File: config.mk
export PLATFORM = sky130hd
export DESIGN_NAME = roman_numeral_encoder
export DESIGN_NICKNAME = d
export VERILOG_FILES = /design/src/rtl/rne_pkg.sv /design/src/rtl/rne_front.sv /design/src/rtl/rne_fifo.sv /design/src/rtl/rne_back.sv /design/src/rtl/roman_numeral_encoder.sv
export VERILOG_INCLUDE_DIRS = /design/src /design/src/rtl
export SDC_FILE = /design/constraint.sdc
export NUM_CORES = 1
export LEC_CHECK = 0
export ABC_CLOCK_PERIOD_IN_PS = 5700
export BUFFER_PORTS_ARGS = -buffer_cell sky130_fd_sc_hd__buf_2
export CAP_MARGIN = 20
export CORE_MARGIN = 4
export CORE_UTILIZATION = 50
export DETAILED_ROUTE_END_ITERATION = 8
export GPL_ROUTABILITY_DRIVEN = 0
export HOLD_SLACK_MARGIN = 0.1
export PLACE_DENSITY = 0.7
export SLEW_MARGIN = 40
export SYNTH_ARGS = -nofsm -noshare
export SYNTH_HDL_FRONTEND = slang
export SYNTH_SLANG_ARGS = --single-unit
File: constraint.sdc
create_clock -name clock -period 5.7 [get_ports clock]
set_clock_uncertainty 0.05 [all_clocks]
set_input_delay 0.57 -clock clock [delete_from_list [all_inputs] [get_ports clock]]
set_output_delay 0.57 -clock clock [all_outputs]
set_load 0.05 [all_outputs]
File: src/rtl/roman_numeral_encoder_macros.svh
// Assertion macros for the Roman numeral encoder.
`ifndef ROMAN_NUMERAL_ENCODER_MACROS_SVH
`define ROMAN_NUMERAL_ENCODER_MACROS_SVH

`ifndef SYNTHESIS
`define RNE_ASSERT_SAME(label, clk, rst, ante, cons) \
   label: assert property (@(posedge clk) disable iff (rst) (ante) |-> (cons)) \
      else $error("rne check failed");
`define RNE_ASSERT_NEXT(label, clk, rst, ante, cons) \
   label: assert property (@(posedge clk) disable iff (rst) (ante) |=> (cons)) \
      else $error("rne check failed");
`else
`define RNE_ASSERT_SAME(label, clk, rst, ante, cons)
`define RNE_ASSERT_NEXT(label, clk, rst, ante, cons)
`endif

`endif

File: src/rtl/rne_pkg.sv
// Shared types, constants and digit tables for the Roman numeral encoder.
package rne_pkg;

   localparam logic [13:0] MAX_VALUE = 14'd3999;

   // reciprocal constants for division by ten at each stage
   localparam logic [15:0] RECIP_TEN_A = 16'd52429;  // >> 19, exact below 43690
   localparam logic [7:0]  RECIP_TEN_B = 8'd205;     // >> 11, exact below 1029
   localparam logic [3:0]  RECIP_TEN_C = 4'd13;      // >> 7, exact below 69

   localparam logic [6:0] CHAR_I = 7'h49;
   localparam logic [6:0] CHAR_V = 7'h56;
   localparam logic [6:0] CHAR_X = 7'h58;
   localparam logic [6:0] CHAR_L = 7'h4C;
   localparam logic [6:0] CHAR_C = 7'h43;
   localparam logic [6:0] CHAR_D = 7'h44;
   localparam logic [6:0] CHAR_M = 7'h4D;
   localparam logic [6:0] CHAR_NONE = 7'h00;

   // symbol codes within a decade
   localparam logic [1:0] SYM_ONE  = 2'd0;
   localparam logic [1:0] SYM_FIVE = 2'd1;
   localparam logic [1:0] SYM_TEN  = 2'd2;

   typedef struct packed {
      logic            err;
      logic [3:0][3:0] digit;   // digit[3] is thousands
   } entry_type;

   function automatic logic [2:0] digit_len(input logic [3:0] d);
      logic [2:0] len;
      case (d) inside
         4'd1, 4'd5:         len = 3'd1;
         4'd2, 4'd4, 4'd6,
         4'd9:               len = 3'd2;
         4'd3, 4'd7:         len = 3'd3;
         4'd8:               len = 3'd4;
         default:            len = 3'd0;
      endcase
      return len;
   endfunction

   function automatic logic [1:0] digit_sym(input logic [3:0] d, input logic [1:0] pos);
      logic [1:0] sym;
      case (d) inside
         4'd4:               sym = (pos == 2'd0) ? SYM_ONE : SYM_FIVE;
         [4'd5:4'd8]:        sym = (pos == 2'd0) ? SYM_FIVE : SYM_ONE;
         4'd9:               sym = (pos == 2'd0) ? SYM_ONE : SYM_TEN;
         default:            sym = SYM_ONE;
      endcase
      return sym;
   endfunction

   function automatic logic [6:0] roman_letter(input logic [1:0] dec, input logic [1:0] sym);
      logic [3:0] idx;
      logic [6:0] ch;
      idx = {1'b0, dec, 1'b0} + {2'b00, sym};
      case (idx)
         4'd0:    ch = CHAR_I;
         4'd1:    ch = CHAR_V;
         4'd2:    ch = CHAR_X;
         4'd3:    ch = CHAR_L;
         4'd4:    ch = CHAR_C;
         4'd5:    ch = CHAR_D;
         default: ch = CHAR_M;
      endcase
      return ch;
   endfunction

endpackage

File: src/rtl/rne_front.sv
// Front end: accepts numbers, range checks them and splits them into decimal digits.
module rne_front (
   input  logic                  clock,
   input  logic                  reset,
   input  logic                  req_valid,
   output logic                  req_ready,
   input  logic [13:0]           req_number,
   output logic                  push_valid,
   input  logic                  push_ready,
   output rne_pkg::entry_type    push_data
);

   logic        s1_valid_ff, s1_valid_in;
   logic        s1_err_ff;
   logic [8:0]  s1_q_ff;
   logic [3:0]  s1_d0_ff;

   logic        s2_valid_ff, s2_valid_in;
   logic        s2_err_ff;
   logic [5:0]  s2_q_ff;
   logic [3:0]  s2_d0_ff;
   logic [3:0]  s2_d1_ff;

   logic [11:0] n12;
   logic [27:0] prod_a;
   logic [8:0]  q_a;
   logic [3:0]  d0;
   logic        err;
   logic [16:0] prod_b;
   logic [5:0]  q_b;
   logic [3:0]  d1;
   logic [8:0]  prod_c;
   logic [1:0]  d3;
   logic [3:0]  d2;
   logic        s2_free;
   logic        s1_move;

   // stage 1: range check, units digit
   assign n12    = req_number[11:0];
   assign prod_a = 28'(n12) * 28'(rne_pkg::RECIP_TEN_A);
   assign q_a    = prod_a[27:19];
   assign d0     = 4'(n12 - {q_a, 3'b000} - 12'({q_a, 1'b0}));
   assign err    = (req_number == 14'd0) || (req_number > rne_pkg::MAX_VALUE);

   // stage 2: tens digit
   assign prod_b = 17'(s1_q_ff) * 17'(rne_pkg::RECIP_TEN_B);
   assign q_b    = prod_b[16:11];
   assign d1     = 4'(s1_q_ff - {q_b, 3'b000} - 9'({q_b, 1'b0}));

   // output of stage 2: hundreds and thousands
   assign prod_c = 9'(s2_q_ff) * 9'(rne_pkg::RECIP_TEN_C);
   assign d3     = prod_c[8:7];
   assign d2     = 4'(s2_q_ff - 6'({d3, 3'b000}) - 6'({d3, 1'b0}));

   assign s2_free   = !s2_valid_ff || push_ready;
   assign s1_move   = s1_valid_ff && s2_free;
   assign req_ready = !s1_valid_ff || s2_free;

   assign push_valid          = s2_valid_ff;
   assign push_data.err       = s2_err_ff;
   assign push_data.digit[3]  = {2'b00, d3};
   assign push_data.digit[2]  = d2;
   assign push_data.digit[1]  = s2_d1_ff;
   assign push_data.digit[0]  = s2_d0_ff;

   always_comb begin
      s1_valid_in = s1_valid_ff;
      if (req_ready) begin
         s1_valid_in = req_valid;
      end
      s2_valid_in = s2_valid_ff;
      if (s2_free) begin
         s2_valid_in = s1_valid_ff;
      end
   end

   always_ff @(posedge clock) begin
      if (reset) begin
         s1_valid_ff <= 1'b0;
         s2_valid_ff <= 1'b0;
      end else begin
         s1_valid_ff <= s1_valid_in;
         s2_valid_ff <= s2_valid_in;
      end
   end

   always_ff @(posedge clock) begin
      if (req_valid && req_ready) begin
         s1_err_ff <= err;
         s1_q_ff   <= q_a;
         s1_d0_ff  <= d0;
      end
      if (s1_move) begin
         s2_err_ff <= s1_err_ff;
         s2_q_ff   <= q_b;
         s2_d0_ff  <= s1_d0_ff;
         s2_d1_ff  <= d1;
      end
   end

endmodule

File: src/rtl/rne_fifo.sv
// Small queue of digit words between the front end and the letter sequencer.
module rne_fifo #(
   parameter int DEPTH = 4
) (
   input  logic                  clock,
   input  logic                  reset,
   input  logic                  push_valid,
   output logic                  push_ready,
   input  rne_pkg::entry_type    push_data,
   output logic                  pop_valid,
   input  logic                  pop_ready,
   output rne_pkg::entry_type    pop_data
);

   localparam int PTR_W = (DEPTH > 1) ? $clog2(DEPTH) : 1;
   localparam int CNT_W = $clog2(DEPTH + 1);
   localparam logic [PTR_W-1:0] LAST_PTR = PTR_W'(DEPTH - 1);
   localparam logic [CNT_W-1:0] FULL_CNT = CNT_W'(DEPTH);

   rne_pkg::entry_type mem [DEPTH];

   logic [PTR_W-1:0] wr_ptr_ff, wr_ptr_in;
   logic [PTR_W-1:0] rd_ptr_ff, rd_ptr_in;
   logic [CNT_W-1:0] count_ff, count_in;
   logic             do_push, do_pop;

   assign push_ready = (count_ff != FULL_CNT);
   assign pop_valid  = (count_ff != '0);
   assign pop_data   = mem[rd_ptr_ff];
   assign do_push    = push_valid && push_ready;
   assign do_pop     = pop_valid && pop_ready;

   always_comb begin
      wr_ptr_in = wr_ptr_ff;
      rd_ptr_in = rd_ptr_ff;
      count_in  = count_ff;
      if (do_push) begin
         wr_ptr_in = (wr_ptr_ff == LAST_PTR) ? '0 : wr_ptr_ff + 1'b1;
      end
      if (do_pop) begin
         rd_ptr_in = (rd_ptr_ff == LAST_PTR) ? '0 : rd_ptr_ff + 1'b1;
      end
      if (do_push && !do_pop) begin
         count_in = count_ff + 1'b1;
      end else if (do_pop && !do_push) begin
         count_in = count_ff - 1'b1;
      end
   end

   always_ff @(posedge clock) begin
      if (reset) begin
         wr_ptr_ff <= '0;
         rd_ptr_ff <= '0;
         count_ff  <= '0;
      end else begin
         wr_ptr_ff <= wr_ptr_in;
         rd_ptr_ff <= rd_ptr_in;
         count_ff  <= count_in;
      end
   end

   always_ff @(posedge clock) begin
      if (do_push) begin
         mem[wr_ptr_ff] <= push_data;
      end
   end

endmodule

File: src/rtl/rne_back.sv
// Back end: walks a word's digits, one Roman letter per cycle unless stalled.
module rne_back (
   input  logic                  clock,
   input  logic                  reset,
   input  logic                  pop_valid,
   output logic                  pop_ready,
   input  rne_pkg::entry_type    pop_data,
   output logic                  rsp_valid,
   input  logic                  rsp_ready,
   output logic [6:0]            rsp_letter,
   output logic                  rsp_last,
   output logic                  rsp_out_of_range
);

   logic               cur_valid_ff, cur_valid_in;
   rne_pkg::entry_type cur_ff;
   logic [1:0]         dec_ff, dec_in;
   logic [1:0]         pos_ff, pos_in;

   logic               rsp_valid_ff, rsp_valid_in;
   logic [6:0]         rsp_letter_ff;
   logic               rsp_last_ff;
   logic               rsp_oor_ff;

   logic [3:0]         d;
   logic [2:0]         len;
   logic [1:0]         sym;
   logic               lower_any;
   logic [1:0]         next_dec;
   logic [1:0]         first_dec;
   logic               end_of_digit;
   logic               is_last;
   logic [6:0]         letter;
   logic               ld_ok;
   logic               emit;
   logic               pop;

   assign d            = cur_ff.digit[dec_ff];
   assign len          = rne_pkg::digit_len(d);
   assign sym          = rne_pkg::digit_sym(d, pos_ff);
   assign end_of_digit = ({1'b0, pos_ff} == (len - 3'd1));
   assign is_last      = cur_ff.err || (end_of_digit && !lower_any);
   assign letter       = cur_ff.err ? rne_pkg::CHAR_NONE : rne_pkg::roman_letter(dec_ff, sym);

   assign ld_ok     = !rsp_valid_ff || rsp_ready;
   assign emit      = cur_valid_ff && ld_ok;
   assign pop_ready = !cur_valid_ff || (emit && is_last);
   assign pop       = pop_valid && pop_ready;

   always_comb begin
      lower_any = 1'b0;
      next_dec  = 2'd0;
      first_dec = 2'd0;
      for (int k = 0; k < 4; k++) begin
         if ((2'(k) < dec_ff) && (cur_ff.digit[k] != 4'd0)) begin
            lower_any = 1'b1;
            next_dec  = 2'(k);
         end
         if (pop_data.digit[k] != 4'd0) begin
            first_dec = 2'(k);
         end
      end
   end

   always_comb begin
      cur_valid_in = cur_valid_ff;
      dec_in       = dec_ff;
      pos_in       = pos_ff;
      if (pop) begin
         cur_valid_in = 1'b1;
         dec_in       = first_dec;
         pos_in       = 2'd0;
      end else if (emit) begin
         if (is_last) begin
            cur_valid_in = 1'b0;
         end else if (end_of_digit) begin
            dec_in = next_dec;
            pos_in = 2'd0;
         end else begin
            pos_in = pos_ff + 2'd1;
         end
      end
      rsp_valid_in = rsp_valid_ff;
      if (emit) begin
         rsp_valid_in = 1'b1;
      end else if (rsp_ready) begin
         rsp_valid_in = 1'b0;
      end
   end

   always_ff @(posedge clock) begin
      if (reset) begin
         cur_valid_ff <= 1'b0;
         rsp_valid_ff <= 1'b0;
         dec_ff       <= 2'd0;
         pos_ff       <= 2'd0;
      end else begin
         cur_valid_ff <= cur_valid_in;
         rsp_valid_ff <= rsp_valid_in;
         dec_ff       <= dec_in;
         pos_ff       <= pos_in;
      end
   end

   always_ff @(posedge clock) begin
      if (pop) begin
         cur_ff <= pop_data;
      end
      if (emit) begin
         rsp_letter_ff <= letter;
         rsp_last_ff   <= is_last;
         rsp_oor_ff    <= cur_ff.err;
      end
   end

   assign rsp_valid        = rsp_valid_ff;
   assign rsp_letter       = rsp_letter_ff;
   assign rsp_last         = rsp_last_ff;
   assign rsp_out_of_range = rsp_oor_ff;

endmodule

File: src/rtl/roman_numeral_encoder.sv
// Top level of the Roman numeral encoder: front end, digit queue and letter sequencer.
//
// Usage:
//   req channel: one 14-bit binary number per word (req_valid / req_ready).
//   rsp channel: one ASCII Roman letter per word, most significant first,
//   rsp_last set on the final letter of each number. A number of 0 or above
//   3999 gives a single word with letter 0, rsp_last and rsp_out_of_range set.
//   Path: the number passes the two digit-split stages, a queue slot, the
//   sequencer's word register and the output register before its first letter shows.
//   Throughput: one letter per cycle while rsp_ready is high; a number
//   occupies the letter sequencer until its last letter is sent, 1 to 15
//   letters (3888 is the longest). Numbers are taken one per cycle until the
//   FIFO_DEPTH-entry digit queue and the two front stages are full.
//   Reset clears the pipeline, the queue and the output register; no
//   letter is pending afterward.
//   When the receiver holds rsp_ready low, the current letter holds on the
//   rsp ports and the sequencer waits; the front keeps taking numbers until
//   the queue and the two front stages fill, then drops req_ready.
`include "roman_numeral_encoder_macros.svh"

module roman_numeral_encoder #(
   parameter int FIFO_DEPTH = 4
) (
   input  logic        clock,
   input  logic        reset,
   input  logic        req_valid,
   output logic        req_ready,
   input  logic [13:0] req_number,
   output logic        rsp_valid,
   input  logic        rsp_ready,
   output logic [6:0]  rsp_letter,
   output logic        rsp_last,
   output logic        rsp_out_of_range
);

   logic               push_valid;
   logic               push_ready;
   rne_pkg::entry_type push_data;
   logic               pop_valid;
   logic               pop_ready;
   rne_pkg::entry_type pop_data;

   logic               err_word_ok;
   logic               letter_ok;
   logic [8:0]         rsp_word;

   rne_front u_front (
      .clock      (clock),
      .reset      (reset),
      .req_valid  (req_valid),
      .req_ready  (req_ready),
      .req_number (req_number),
      .push_valid (push_valid),
      .push_ready (push_ready),
      .push_data  (push_data)
   );

   rne_fifo #(
      .DEPTH (FIFO_DEPTH)
   ) u_fifo (
      .clock      (clock),
      .reset      (reset),
      .push_valid (push_valid),
      .push_ready (push_ready),
      .push_data  (push_data),
      .pop_valid  (pop_valid),
      .pop_ready  (pop_ready),
      .pop_data   (pop_data)
   );

   rne_back u_back (
      .clock            (clock),
      .reset            (reset),
      .pop_valid        (pop_valid),
      .pop_ready        (pop_ready),
      .pop_data         (pop_data),
      .rsp_valid        (rsp_valid),
      .rsp_ready        (rsp_ready),
      .rsp_letter       (rsp_letter),
      .rsp_last         (rsp_last),
      .rsp_out_of_range (rsp_out_of_range)
   );

   assign err_word_ok = rsp_last && (rsp_letter == rne_pkg::CHAR_NONE);
   assign letter_ok   = (rsp_letter == rne_pkg::CHAR_I) || (rsp_letter == rne_pkg::CHAR_V) ||
                        (rsp_letter == rne_pkg::CHAR_X) || (rsp_letter == rne_pkg::CHAR_L) ||
                        (rsp_letter == rne_pkg::CHAR_C) || (rsp_letter == rne_pkg::CHAR_D) ||
                        (rsp_letter == rne_pkg::CHAR_M);
   assign rsp_word    = {rsp_letter, rsp_last, rsp_out_of_range};

   `RNE_ASSERT_SAME(a_err_word, clock, reset, rsp_valid && rsp_out_of_range, err_word_ok)
   `RNE_ASSERT_SAME(a_letter_set, clock, reset, rsp_valid && !rsp_out_of_range, letter_ok)
   `RNE_ASSERT_NEXT(a_run_unbroken, clock, reset, rsp_valid && rsp_ready && !rsp_last, rsp_valid)
   `RNE_ASSERT_NEXT(a_hold, clock, reset, rsp_valid && !rsp_ready, rsp_valid && $stable(rsp_word))

endmodule

---- Yosys cells after proc, flatten, opt, wreduce, memory -nomap -nowiden ----
Memories as Yosys holds them, arrays and structs flattened. A register that Yosys moved wholly into a read port is not among the register bits.
Cells that the tools add are included.
storage, ports and cells
  flip-flop bits (word level) ............. 70
  memory bits (writable) .................. 60
  bits of input ports ..................... 18
  output and inout bits ................... 11
  logic and storage cells ................. 160
  memories ................................ 1
cells by class
  add/sub/neg operators ................... 13
  multiply operators ...................... 3
  order comparisons ....................... 8
  equality and inequality tests ........... 19
  multiplexer cells ....................... 41
  bitwise gates (word level) .............. 1
  reductions and logical operators ........ 50
memories
  name        depth  width  rd ports  clocked after memory_dff  wr ports  RTL line        text
  u_fifo.mem  4      15     1         1                         1         rne_fifo.sv:20  rne_pkg::entry_type mem [DEPTH];
operators by type and width
  operator                                                          number
  2-to-1 mux 2 bit                                                  17
  one-hot mux 5 bit (6 select lines)                                1
  multiplier 12 x 16 -> 28 bit (second input constant)              1
  nonzero test 4 bit                                                7
  equality test 4 x 3 -> 1 bit (second input constant)              6
  subtractor 4 bit                                                  5
  2-to-1 mux 3 bit                                                  6
  multiplier 9 x 8 -> 17 bit (second input constant)                1
  equality test 4 x 2 -> 1 bit (second input constant)              4
  2-to-1 mux 1 bit                                                  15
  greater-than comparator 14 x 12 -> 1 bit (second input constant)  1
  logical AND 1 bit                                                 14
  zero test 14 bit                                                  1
  nonzero test 2 bit                                                5
  multiplier 6 x 4 -> 9 bit (second input constant)                 1
  binary-select mux 4 bit (select 2 bit)                            1
  equality test 4 x 1 -> 1 bit (second input constant)              2
  equality test 4 bit (second input constant)                       2
  zero test 1 bit                                                   7
  adder 2 x 1 -> 2 bit (second input constant)                      3
  logical OR 1 bit                                                  6
  OR reduction 2 bit                                                3
  subtractor 3 x 1 -> 3 bit (second input constant)                 2
  adder 3 x 2 -> 4 bit                                              1
  19 further kinds                                                  23

---- Longest topological paths before layout ----
  depth in word-level cells ............... 17
  gate-level depth with buffers ........... 21

---- Modules after synthesis ----
A second synthesis with hierarchy kept.
unflattened totals
  cell total of the unflattened synthesis .. 792
  area total of the unflattened synthesis .. 9,967.1 sq um
by module, submodules not included
  module     instances  cells each  area an instance (sq um)  seq. area each (sq um)
  rne_front  1          536         5,491.5                   910.9
  rne_fifo   1          137         2,930.3                   2,222.1
  rne_back   1          119         1,545.2                   870.8

---- Worst setup path before layout ----
No wires, ideal clock.
  path kind ............................... input to register
  from .................................... input req_number[10]
  to ...................................... register u_front.s1_q_ff[8] (data pin)
  arrival time ............................ 5.036 ns
  required time ........................... 5.382 ns
  slack ................................... 0.347 ns
  cell stages on the path ................. 17
  cell sequence ........................... inv_1 ha_1 fa_1 fa_1 inv_1 fa_1 fa_1 inv_1 ha_1 and3_1 and2_1 nand3_1 nand3_1 o41ai_1 o21ai_0 o41ai_1 xnor2_1
on the way
  longest elaborated chain between the ends .. 1
RTL lines
  what                          RTL line                     text
  start: declaration            roman_numeral_encoder.sv:28  input logic [13:0] req_number,
  multiplier 12 x 16 -> 28 bit  rne_front.sv:40              assign prod_a = 28'(n12) * 28'(rne_pkg::RECIP_TEN_A);
  named net u_front.prod_a[27]  rne_front.sv:25              logic [27:0] prod_a;
  end signal: assignment        rne_front.sv:90              s1_q_ff <= q_a;
  end: declaration              rne_front.sv:15              logic [8:0] s1_q_ff;
The timed path passes the listed nets, and every way through them passes these cells.
A chain may end at the register's enable or synchronous reset.

---- Worst setup path in the final report ----
Same ends and word-level chain as after synthesis.

==> results.toml <==
[run_status]
status = "complete, no violations"

[setup_path]
critPathArrivalTime_ps = 5250
timing.reg2reg.worst_path_depth = 18
crit_buf_inv = 5
timing.critical_path.cells = "buf_2, inv_1, ha_1, fa_1, fa_1, inv_1, fa_1, fa_1, inv_1, ha_1, and3_1, and2_1, nand3_1, nand3_1, o41ai_1, buf_4, o21ai_0, o41ai_1, xnor2_1"
worstSetupStartpointType = "primary input"
critPathTopFamily = "adder cells"
path_class = "in2reg"
worst_setup_path_end_kind = "flip-flop"
crit-reg2reg-capture = "u_front.s2_d1_ff[3]"
crit_path_frequent_cell = "fa_1"
critical_path.slowest_cell = "fa_1"
worst_ep_required_time_ps = 5800
cpPeakStageDelay_ps = 550
critical_path_peak_fanout = 5
timing.reg2reg.setup_slack_ps = 660
critical_path.reg2reg.startpoint = "u_front.s1_q_ff[1]"

[clock_network]
clkLatencyLatePin_ps = 410
cts-resized-gates = 0
buffer_type_at_the_clock_tree_root = "clkbuf_16"
postCtsHoldBufs = 0
cts_made_buffers = 17
clock_slew_at_the_register_clock_pins_of_the_worst_setup_and_hold_paths_ps = 60
cts_tree = "done"
post-cts-setup-buffer-count = 0
cts.htree.levels = 4
maximum_clock_path_buffer_count = 2
cts.sinks = 129

[floorplanning]
initial_core_utilization_pct = 50.8
design.die.area_sq_um = 21300
die_w_um = 146
boundaryPins = 29
core_area_sq_um = 18700
num_rows = 50
floorplan.die.height_um = 146

[timing]
peak_clock_frequency_supported_by_timing_mhz = 194
layout_min_cycle_time_ps = 5150
timing.slew.headroom_pct = 46.2
final_hold_slack_ps = 373
fin_setup_tns_ps = 0
tightest_slew_ps = 808
layout_worst_path_cycle_share_pct = 90.4
finalMaxSlewViolations = 0
report.final.setup_viol = 0
unrepaired_setup_endpoints_after_global_routing = "no"
timing.final.hold_violations = 0

[yosys]
syn-mean-instance-area_sq_um = 12.1
synth_cells = 782
ys_dominant_reg_cell = "edfxtp_1"
ys_seq_area_share_pct = 39.0
synth_async_reset_ratio_pct = 0
synth-seq-cells = 129
mappedNetlistArea_sq_um = 9500
synthesis.yosys.warnings = 0
synth-edff-count = 112
yosys.cell_types.count = 58
postSynthNetCount = 1020

[global_routing]
antenna_found_initial = 0
first_global_vias = 5814
track_usage_pct = 16.1
largest_net_degree_at_the_start_of_global_routing = 24
grt_overflow = 0
first_pass_grt_wire_length_um = 27800

[finish]
layout-area-overhead-vs-synth_pct = 10.4
layout-drive-gt1-share_pct = 11.1
antenna-diode-count = 0
final_core_utilization_pct = 56.0
num-nets-final = 1064

[placed_design]
hpwlAfterDp_um = 13100
io_buffers = 27

[route]
drt_first_iter_violations = 197
firstDrtPassIters = 5
drt_wl_total_um = 16200
drt.antenna.violating_nets = 0
remaining_drc_errors = 0
detailroute.via_count = 5534
via_per_inst = 5.16
wl_per_cell_um = 15.1

[worst_hold_path]
hold_path_end = "u_front.s2_d0_ff[1]"
worstHoldPathCells = 0
hp-start = "u_front.s1_d0_ff[1]"
min-delay-path-class = "reg2reg"

[flow_run]
max_cap_viol_count = 0
-- state kept, by name, summed over array words and instances (netlist names), named ones only --
name                     flops
u_fifo.mem                  60
u_back.cur_ff               15
u_front.s1_q_ff              9
u_back.rsp_letter            6
u_front.s2_q_ff              6
u_front.s1_d0_ff             4
u_front.s2_d0_ff             4
u_front.s2_d1_ff             4
u_fifo.count_ff              3
u_back.dec_ff                2
u_back.pos_ff                2
u_fifo.rd_ptr_ff             2
u_fifo.wr_ptr_ff             2
u_back.cur_valid_ff          1
u_back.rsp_last              1
u_back.rsp_out_of_range      1
u_back.rsp_valid             1
u_front.push_valid           1
u_front.s1_err_ff            1
u_front.s1_valid_ff          1
u_front.s2_err_ff            1
-- kinds of logic after synthesis --
| kind of cell | after synthesis | synth area share, % |
|---|---|---|
| other | 1 | 0.0395 |
| buffers and inverters | 176 | 7.09 |
| flip-flops | 129 | 39.0 |
| adder cells (fa/ha/maj) | 220 | 33.7 |
| AO/OA/AOI/OAI | 77 | 5.34 |
| XOR/XNOR | 40 | 3.69 |
| AND/OR/NAND/NOR | 111 | 5.93 |
| multiplexers | 28 | 5.26 |
-- routing by layer --
| layer | track usage (%) | part of all wire (%) | routed length (um) | up-vias |
|---|---|---|---|---|
| li1 | - | - | - | 2766 |
| met1 | 21.6 | 47 | 7570 | 2700 |
| met4 | 3.66 | 0.34 | 55 | 0 |
| met5 | 0 | 0 | 0 | - |
| met2 | 27.5 | 51 | 8220 | 62 |
| met3 | 2.90 | 2.1 | 342 | 6 |
-- synthesized netlist by cell type (all sizes together), types with 7 or more instances --
master	number	area (sq um)
a21o	7	52.6
a21oi	29	145
dfxtp	17	340
edfxtp	112	3360
fa	59	1180
ha	161	2010
inv	167	627
mux2i	9	90.1
mux4	17	383
nand2	22	82.6
nor2	33	124
nor2b	8	50.1
nor3	7	35.0
o21ai	9	45.0
xnor2	29	254
xor2	11	96.3
-- layout make-up --
cell class	count	area, sq um
Tap cell	234	293
Clock buffer	21	462
Inverter	167	627
Fill cell	1530	8220
Clock inverter	11	77.6
Multi-Input combinational cell	477	5130
Timing Repair Buffer	34	191
Sequential cell	129	3700
-- metrics by stage --
step	area (sq um)	cells	setup WS, ps
floorplan	9500	782	347
global placement	9920	1040	148
detailed placement	9930	1040	111
CTS	10500	1072	525
global route	10500	1073	243
finish	10500	1073	547
-- placed cells by master, fill, tap and decap left out, types with 7 or more instances in the layout --
| cell | count |
|---|---|
| inv_1 | 167 |
| ha_1 | 161 |
| edfxtp_1 | 112 |
| fa_1 | 59 |
| nor2_1 | 33 |
| xnor2_1 | 29 |
| a21oi_1 | 29 |
| buf_2 | 27 |
| nand2_1 | 22 |
| clkbuf_16 | 18 |
| mux4_2 | 17 |
| dfxtp_1 | 16 |
| xor2_1 | 11 |
| mux2i_1 | 9 |
| o21ai_0 | 9 |
| nor3_1 | 7 |
| nor2b_1 | 7 |
| a21o_1 | 7 |
-- how the worst max path moves through the flow --
| stage | cells past startpoint | end | slack (ps) | from |
|---|---|---|---|---|
| 6_report | 19 | u_front.s1_q_ff[8] | 550 | req_number[10] |
| 5_1_grt | 19 | u_front.s1_q_ff[8] | 240 | req_number[10] |
| 3_3_place_gp | 19 | u_front.s1_q_ff[8] | 150 | req_number[10] |
| 2_1_floorplan | 17 | u_front.s1_q_ff[8] | 350 | req_number[10] |
| 3_5_place_dp | 19 | u_front.s1_q_ff[8] | 110 | req_number[10] |
| 4_1_cts | 19 | u_front.s1_q_ff[8] | 530 | req_number[10] |
Power is not shown: default switching activity piles up to over one toggle a cycle in this logic, so the estimate is an artifact.
